**config.mk**
```make
export PLATFORM = sky130hd
export DESIGN_NAME = svq_cross
export DESIGN_NICKNAME = d
export VERILOG_FILES = /design/src/rtl/svq_pkg.sv /design/src/rtl/svq_cross.sv
export SDC_FILE = /design/constraint.sdc
export NUM_CORES = 2
export LEC_CHECK = 0
export CAP_MARGIN = 20
export CELL_PAD_IN_SITES_DETAIL_PLACEMENT = 0
export CELL_PAD_IN_SITES_GLOBAL_PLACEMENT = 1
export CORE_ASPECT_RATIO = 0.8
export CORE_MARGIN = 1.5
export CORE_UTILIZATION = 45
export DETAILED_ROUTE_END_ITERATION = 8
export DONT_BUFFER_PORTS = 1
export PLACE_DENSITY = 0.73
export RECOVER_POWER = 25
export SLEW_MARGIN = 20
export SYNTH_ARGS = -nofsm -noshare
export SYNTH_HDL_FRONTEND = slang
export SYNTH_SLANG_ARGS = --single-unit
```
**constraint.sdc**
```tcl
create_clock -name clk -period 14 [get_ports clk]
set_clock_uncertainty 0.1 [all_clocks]
set_input_delay 2.8 -clock clk [delete_from_list [all_inputs] [get_ports clk]]
set_output_delay 2.8 -clock clk [all_outputs]
set_load 0.03 [all_outputs]
```
**src/rtl/svq_pkg.sv**
```systemverilog
package svq_pkg;
	localparam int MAX_EDGES_DEF = 64;
	localparam int COORD_BITS_DEF = 24;
	localparam int OFFSET_BITS = 16;
	localparam int ACTION_BITS = 2;
	localparam int STATUS_BITS = 2;
	localparam int HELD_BITS = 7;
	localparam logic [1:0] ACT_CLEAR = 2'd0;
	localparam logic [1:0] ACT_APPEND = 2'd1;
	localparam logic [1:0] ACT_QUERY = 2'd2;
	localparam logic [1:0] ACT_RSVD = 2'd3;
	localparam logic [1:0] ST_STORED = 2'd0;
	localparam logic [1:0] ST_FULL = 2'd1;
	localparam logic [1:0] ST_VISIBLE = 2'd2;
	localparam logic [1:0] ST_BLOCKED = 2'd3;
	localparam int REG_BUFFER_OFFSET = 0;
endpackage

```
**src/rtl/svq_cross.sv**
```systemverilog
// Shared crossing unit. One multiply per cycle into registered products, then
// sign and magnitude compares. start pulses with operands held stable by caller.
module svq_cross #(
	parameter int CW = svq_pkg::COORD_BITS_DEF + 2
) (
	input  logic                 clk,
	input  logic                 arst_n,
	input  logic                 start,
	input  logic signed [CW-1:0] p1x, p1y, p2x, p2y, p3x, p3y, p4x, p4y,
	output logic                 done,
	output logic                 hit
);
	localparam int DW = CW + 1;
	localparam int PW = 2 * DW;
	localparam int SW = PW + 1;
	logic [2:0] step_q;
	logic busy_q;
	logic signed [DW-1:0] ma, mb;
	logic signed [PW-1:0] prod_s1;
	logic signed [PW-1:0] m0_q, m1_q, m2_q, m3_q, m4_q;
	logic signed [SW-1:0] den, sn, tn, dn, sa, ta;
	logic signed [DW-1:0] d1x, d1y, d2x, d2y, ex, ey;
	logic pos;

	assign d1x = DW'(p2x) - DW'(p1x);
	assign d1y = DW'(p2y) - DW'(p1y);
	assign d2x = DW'(p4x) - DW'(p3x);
	assign d2y = DW'(p4y) - DW'(p3y);
	assign ex  = DW'(p1x) - DW'(p3x);
	assign ey  = DW'(p1y) - DW'(p3y);

	always_comb begin
		case (step_q)
			3'd0: begin ma = d1x; mb = d2y; end
			3'd1: begin ma = d2x; mb = d1y; end
			3'd2: begin ma = d1x; mb = ey; end
			3'd3: begin ma = d1y; mb = ex; end
			3'd4: begin ma = d2x; mb = ey; end
			3'd5: begin ma = d2y; mb = ex; end
			default: begin ma = '0; mb = '0; end
		endcase
	end

	always_ff @(posedge clk) begin
		prod_s1 <= ma * mb;
		case (step_q)
			3'd1: m0_q <= prod_s1;
			3'd2: m1_q <= prod_s1;
			3'd3: m2_q <= prod_s1;
			3'd4: m3_q <= prod_s1;
			3'd5: m4_q <= prod_s1;
			default: ;
		endcase
	end

	// final product arrives while step_q == 6
	assign den = SW'(m0_q) - SW'(m1_q);
	assign sn  = SW'(m2_q) - SW'(m3_q);
	assign tn  = SW'(m4_q) - SW'(prod_s1);
	assign pos = !den[SW-1];
	assign dn  = pos ? den : -den;
	assign sa  = pos ? sn : -sn;
	assign ta  = pos ? tn : -tn;

	always_ff @(posedge clk or negedge arst_n) begin
		if (!arst_n) begin
			step_q <= '0;
			busy_q <= 1'b0;
		end else if (start) begin
			step_q <= 3'd1;
			busy_q <= 1'b1;
		end else if (busy_q) begin
			if (step_q == 3'd6) begin
				busy_q <= 1'b0;
				step_q <= '0;
			end else begin
				step_q <= step_q + 3'd1;
			end
		end
	end

	assign done = busy_q && step_q == 3'd6;
	assign hit = (den != '0) && !sa[SW-1] && !ta[SW-1] && !((dn - sa) < 0)
		&& !((dn - ta) < 0);
endmodule

```
# After elaboration in Yosys (flattened, before gate mapping)
# Cells that the tools add are included.
op_classes:
  muxes: 11
  order_cmp: 2
  reduce_logical: 16
  mul: 1
  addsub: 15
  n_eq_ne: 6
ops:
  columns: ["op", "count"]
  rows:
  - ["case mux 27 bit (4 select lines)", 2]
  - ["two-way mux 55 bit", 3]
  - ["negator 55 bit", 3]
  - ["subtractor 54 x 54 -> 55 bit", 3]
  - ["subtractor 26 x 26 -> 27 bit", 6]
  - ["less-than comparator 55 x 1 -> 1 bit (second input constant)", 2]
  - ["subtractor 55 bit", 2]
  - ["nonzero test 55 bit", 1]
  - ["multiplier 27 x 27 -> 54 bit", 1]
  - ["== test 3 bit (second input constant)", 3]
  - ["two-way mux 3 bit", 3]
  - ["OR reduction 2 bit", 4]
  - ["== test 3 x 2 -> 1 bit (second input constant)", 2]
  - ["logical AND 1 bit", 5]
  - ["zero test 1 bit", 4]
  - ["adder 3 x 1 -> 3 bit (second input constant)", 1]
  - ["== test 3 x 1 -> 1 bit (second input constant)", 1]
  - ["zero test 3 bit", 1]
  - ["two-way mux 1 bit", 3]
  - ["nonzero test 2 bit", 1]
totals:
  inputBits: 211
  register_bits: 328
  output_inout_bits: 2

# Logic depth before layout (Yosys ltp)
depth:
  ltp_word: 8
  depth_mapped: 48
  depth_no_buf: 47

# Worst setup path before layout
# OpenSTA, ideal clock, no wires.
synth_timing:
  path_type: "in2reg"
  startpoint: "input p1x[0]"
  endpoint: "register prod_s1[53]"
  t_arrival_ps: 12428
  path_stages: 44
  path_slack_ps: 1400
  required_ps: 13828
  n_path_buf: 1
  cell_sequence: "inv_1 ha_1 inv_1 fa_1 a21o_1 a21oi_1 o21bai_1 a31o_2 a21oi_1 o21ai_0 a2111o_1 a31oi_1 o21ai_0 a21oi_1 xnor2_1 a22oi_1 o21ai_1 clkbuf_1 [8 not listed] fa_1 fa_1 fa_1 ha_1 a21o_1 a211oi_1 nor2b_1 o2111a_1 o31a_1 o21ai_0 nand3_1 nand4_1 a31oi_1 o21bai_1 a311oi_1 o21ai_0 a21oi_1 xnor2_1"
synth_via:
  elab_chain_len: 3
synth_rtl:
  columns: ["item", "line", "rtl"]
  rows:
  - ["from (decl)", "svq_cross.sv:9", "input logic signed [CW-1:0] p1x, p1y, p2x, p2y, p3x, p3y, p4x, p4y,"]
  - ["subtractor 26 x 26 -> 27 bit, on equally long branches", "svq_cross.sv:25, svq_cross.sv:29", null]
  - ["case mux 27 bit (4 select lines)", "svq_cross.sv:33", "case (step_q)"]
  - ["multiplier 27 x 27 -> 54 bit (*)", "svq_cross.sv:45", "prod_s1 <= ma * mb;"]
  - ["to (signal assigned)", "svq_cross.sv:45", null]
  - ["to (decl)", "svq_cross.sv:19", "logic signed [PW-1:0] prod_s1;"]
# Every way passes the cells marked *; elsewhere a longest branch is shown, timed or not.
# A chain may end at the register's enable or synchronous reset.

# Worst setup path after layout
layout_timing:
  startpoint: "input p4y[0]"
  endpoint: "register prod_s1[53]"
layout_via:
  elab_chain_len: 3
layout_rtl:
  columns: ["item", "line", "rtl"]
  rows:
  - ["from (decl)", "svq_cross.sv:9", null]
  - ["subtractor 26 x 26 -> 27 bit (*)", "svq_cross.sv:28", "assign d2y = DW'(p4y) - DW'(p3y);"]
  - ["case mux 27 bit (4 select lines)", "svq_cross.sv:33", null]
  - ["multiplier 27 x 27 -> 54 bit (*)", "svq_cross.sv:45", null]
# Marks and branches as above.

==> metrics.cfg <==
[outcome]
outcome = complete, no violations

[clocking]
cts_setup_buffers = 0
cts_resized = 0
cts_buffers = 40
clk_latency_ps = 570
clk_pin_slew_ps = 60
clock_path_buffers = 3
clkSinkCount = 328
cts_tree = done
htree_levels = 2
clockRootBuffer = clkbuf_16
holdBufCountCts = 0

[placed_design]
io_buffers = 0
dpl.hpwl_um = 154000
pre_cts_slack_ps = 347
place_area_mm2 = 0.0623
place_congestion = 0.940

[logic_synthesis]
synthTopCellsByArea = fa_1 (26%), edfxtp_1 (14%), ha_1 (12%), inv_1 (7.4%), nand2_1 (5.0%)
ys_dominant_reg_cell = edfxtp_1
ys_types = 109
synth_top_area_frac = 0.257
yosys_register_bits = 328
synth_area_per_cell_um2 = 8.64
seq_area_frac_synth = 0.155
synth_edf_count = 270
synth_common_cells = inv_1 (1,175), nand2_1 (801), fa_1 (770)
yosysTopAreaCell = fa_1
syn_area_mm2 = 0.0600
synth_most_common_cell = inv_1
synth_nets = 8506
netlist_instances = 6939
ys_warn_count = 0
ys_async_sr_fraction = 0.0122

[global_routing]
grt_max_degree = 55
grt_overflow = 0
grt_pass1_vias = 48700
grt_usage = 0.271
grt_pass1_wl_um = 285000
grt_antenna_before_repair = 6

[cells_and_area]
drive_gt1_frac = 0.0407
final_area_mm2 = 0.0636
nNetsFinal = 8434
fill_cells = 13000
syn_to_final_growth_pct = 6.11

[drt]
drt_iter0_drc = 3728
wire_per_inst_um = 21.1
ant_nets = 0
drc = 0
first_pass_iters = 6
num_vias = 48400
routed_wl_um = 183000
avgViaCountPerCell = 5.59

[critical_path]
path_class = input port to flop
cp_slowest_stage_delay_ps = 570
critPathSlowestCell = fa_1
start_kind = input port
cp_max_fo = 26
cp_common_cell = fa_1
critPathRequiredTime_ps = 14330
cp-end-kind = flop
arrival_ps = 13440

[timing]
finalSetupViolations = 0
fin_tns_setup_ps = 0
rsz0062_at_grt = false
slew_headroom = 0.187
finalCriticalPeriod_ps = 13110
hold_viol = 0
hold_ws_ps = 455
finalMaxSlewViolations = 0
setup_ws_ps = 895
timing.final.crit_share = 0.936
worst_pin_slew_ps = 1210
fmax_ghz = 0.0763

[floorplan]
start_util = 0.455
die_h_um = 330
fp.dieW_um = 411
die_area_mm2 = 0.136
core_mm2 = 0.132
std_cell_rows = 119
io_pins = 213

[run]
cap_violations = 0

[hold_path]
min_path_type = flop to flop

==> final cells by class <==
class	instances	area (µm²)	share of cell area
Clock inverter	24	190	0.00299
Clock buffer	49	1110	0.0174
Tap cell	1754	2190	0.0345
Timing Repair Buffer	113	886	0.0139
Antenna cell	7	17.5	0.000275
Inverter	1175	4410	0.0693
Multi-Input combinational cell	5209	45600	0.716
Sequential cell	328	9290	0.146
==> critical path, delay by kind of cell <==
kind	cells	cell delay (ps)
XOR/XNOR	1	70
AND/OR/NAND/NOR	11	1510
adder cells (fa/ha/maj)	10	4530
AO/OA/AOI/OAI	15	3470
buffers and inverters	9	1010
==> sequential cells by signal, indices dropped and copies added (netlist names) <==
name / flops
m3_q: 54
m4_q: 54
m1_q: 54
m0_q: 54
prod_s1: 54
step_q: 3
busy_q: 1
m2_q: 54
==> per-layer routing <==
layer	routed length, µm	share of wire	vias to the layer above	GRT usage
li1	-	-	22900	-
met1	87600	0.48	23800	0.398
met2	76600	0.42	1480	0.413
met3	13900	0.076	208	0.0484
met4	4730	0.026	0	0.0663
met5	0	0	-	0
==> worst paths after layout <==
path / start / cells after the start / endpoint / slack, ps
worst min-delay path: busy_q / 1 / step_q[1] / 450
worst max-delay path: p4y[0] / 46 / prod_s1[53] / 890
worst max register to register: step_q[1] / 33 / prod_s1[52] / 2770
worst min register to register: busy_q / 1 / step_q[1] / 450
max in group asynchronous: arst_n / 0 / step_q[0] / 11910
min in group asynchronous: arst_n / 0 / step_q[2] / 1820
==> cells by family (layout without fill, tap and decap cells) <==
group | Yosys count | count (layout) | share of synthesized area
DFF | 328 | 328 | 0.155
muxes | 19 | 19 | 0.00325
buffers and inverters | 1402 | 1361 | 0.0883
and+or+nand+nor | 1981 | 1981 | 0.156
xor gates and xnor gates | 449 | 449 | 0.0656
adders and majority gates | 1356 | 1356 | 0.379
AOI/OAI and AO/OA | 1404 | 1404 | 0.153
other | 0 | 7 | 0
==> placed cells by master, fill, tap and decap left out, types with 15 or more instances in the layout <==
cell | netlist | layout
inv_1 | 1175 | 1173
nand2_1 | 801 | 801
fa_1 | 770 | 770
ha_1 | 586 | 585
a21oi_1 | 408 | 408
nor2_1 | 403 | 401
xnor2_1 | 283 | 283
edfxtp_1 | 270 | 270
o21ai_0 | 243 | 242
a21o_1 | 184 | 184
xor2_1 | 166 | 166
and2_1 | 145 | 144
buf_4 | 0 | 110
nor3_1 | 102 | 102
nand4_1 | 91 | 91
nor2b_1 | 85 | 85
nand3_1 | 81 | 81
nand2b_1 | 65 | 65
o21a_1 | 56 | 56
and3_1 | 55 | 55
o21bai_1 | 54 | 54
dfxtp_1 | 54 | 54
a31oi_1 | 47 | 46
a211oi_1 | 45 | 45
clkbuf_16 | 0 | 42
o211ai_1 | 39 | 39
or3_1 | 36 | 36
a22oi_1 | 31 | 31
o21ai_1 | 37 | 24
o31ai_1 | 24 | 24
nor4_1 | 23 | 23
or2_2 | 19 | 19
a211o_1 | 18 | 18
a21boi_0 | 15 | 15
o21ai_2 | 2 | 15
mux2i_1 | 15 | 15
==> per-stage QoR <==
step,utilization,instances
floorplan,-,6939
global placement,0.472,8579
detailed placement,0.472,8579
CTS,0.482,8652
global route,0.482,8659
finish,0.482,8659
Power is not shown: default switching activity piles up to over one toggle a cycle in this logic, so the estimate is an artifact.
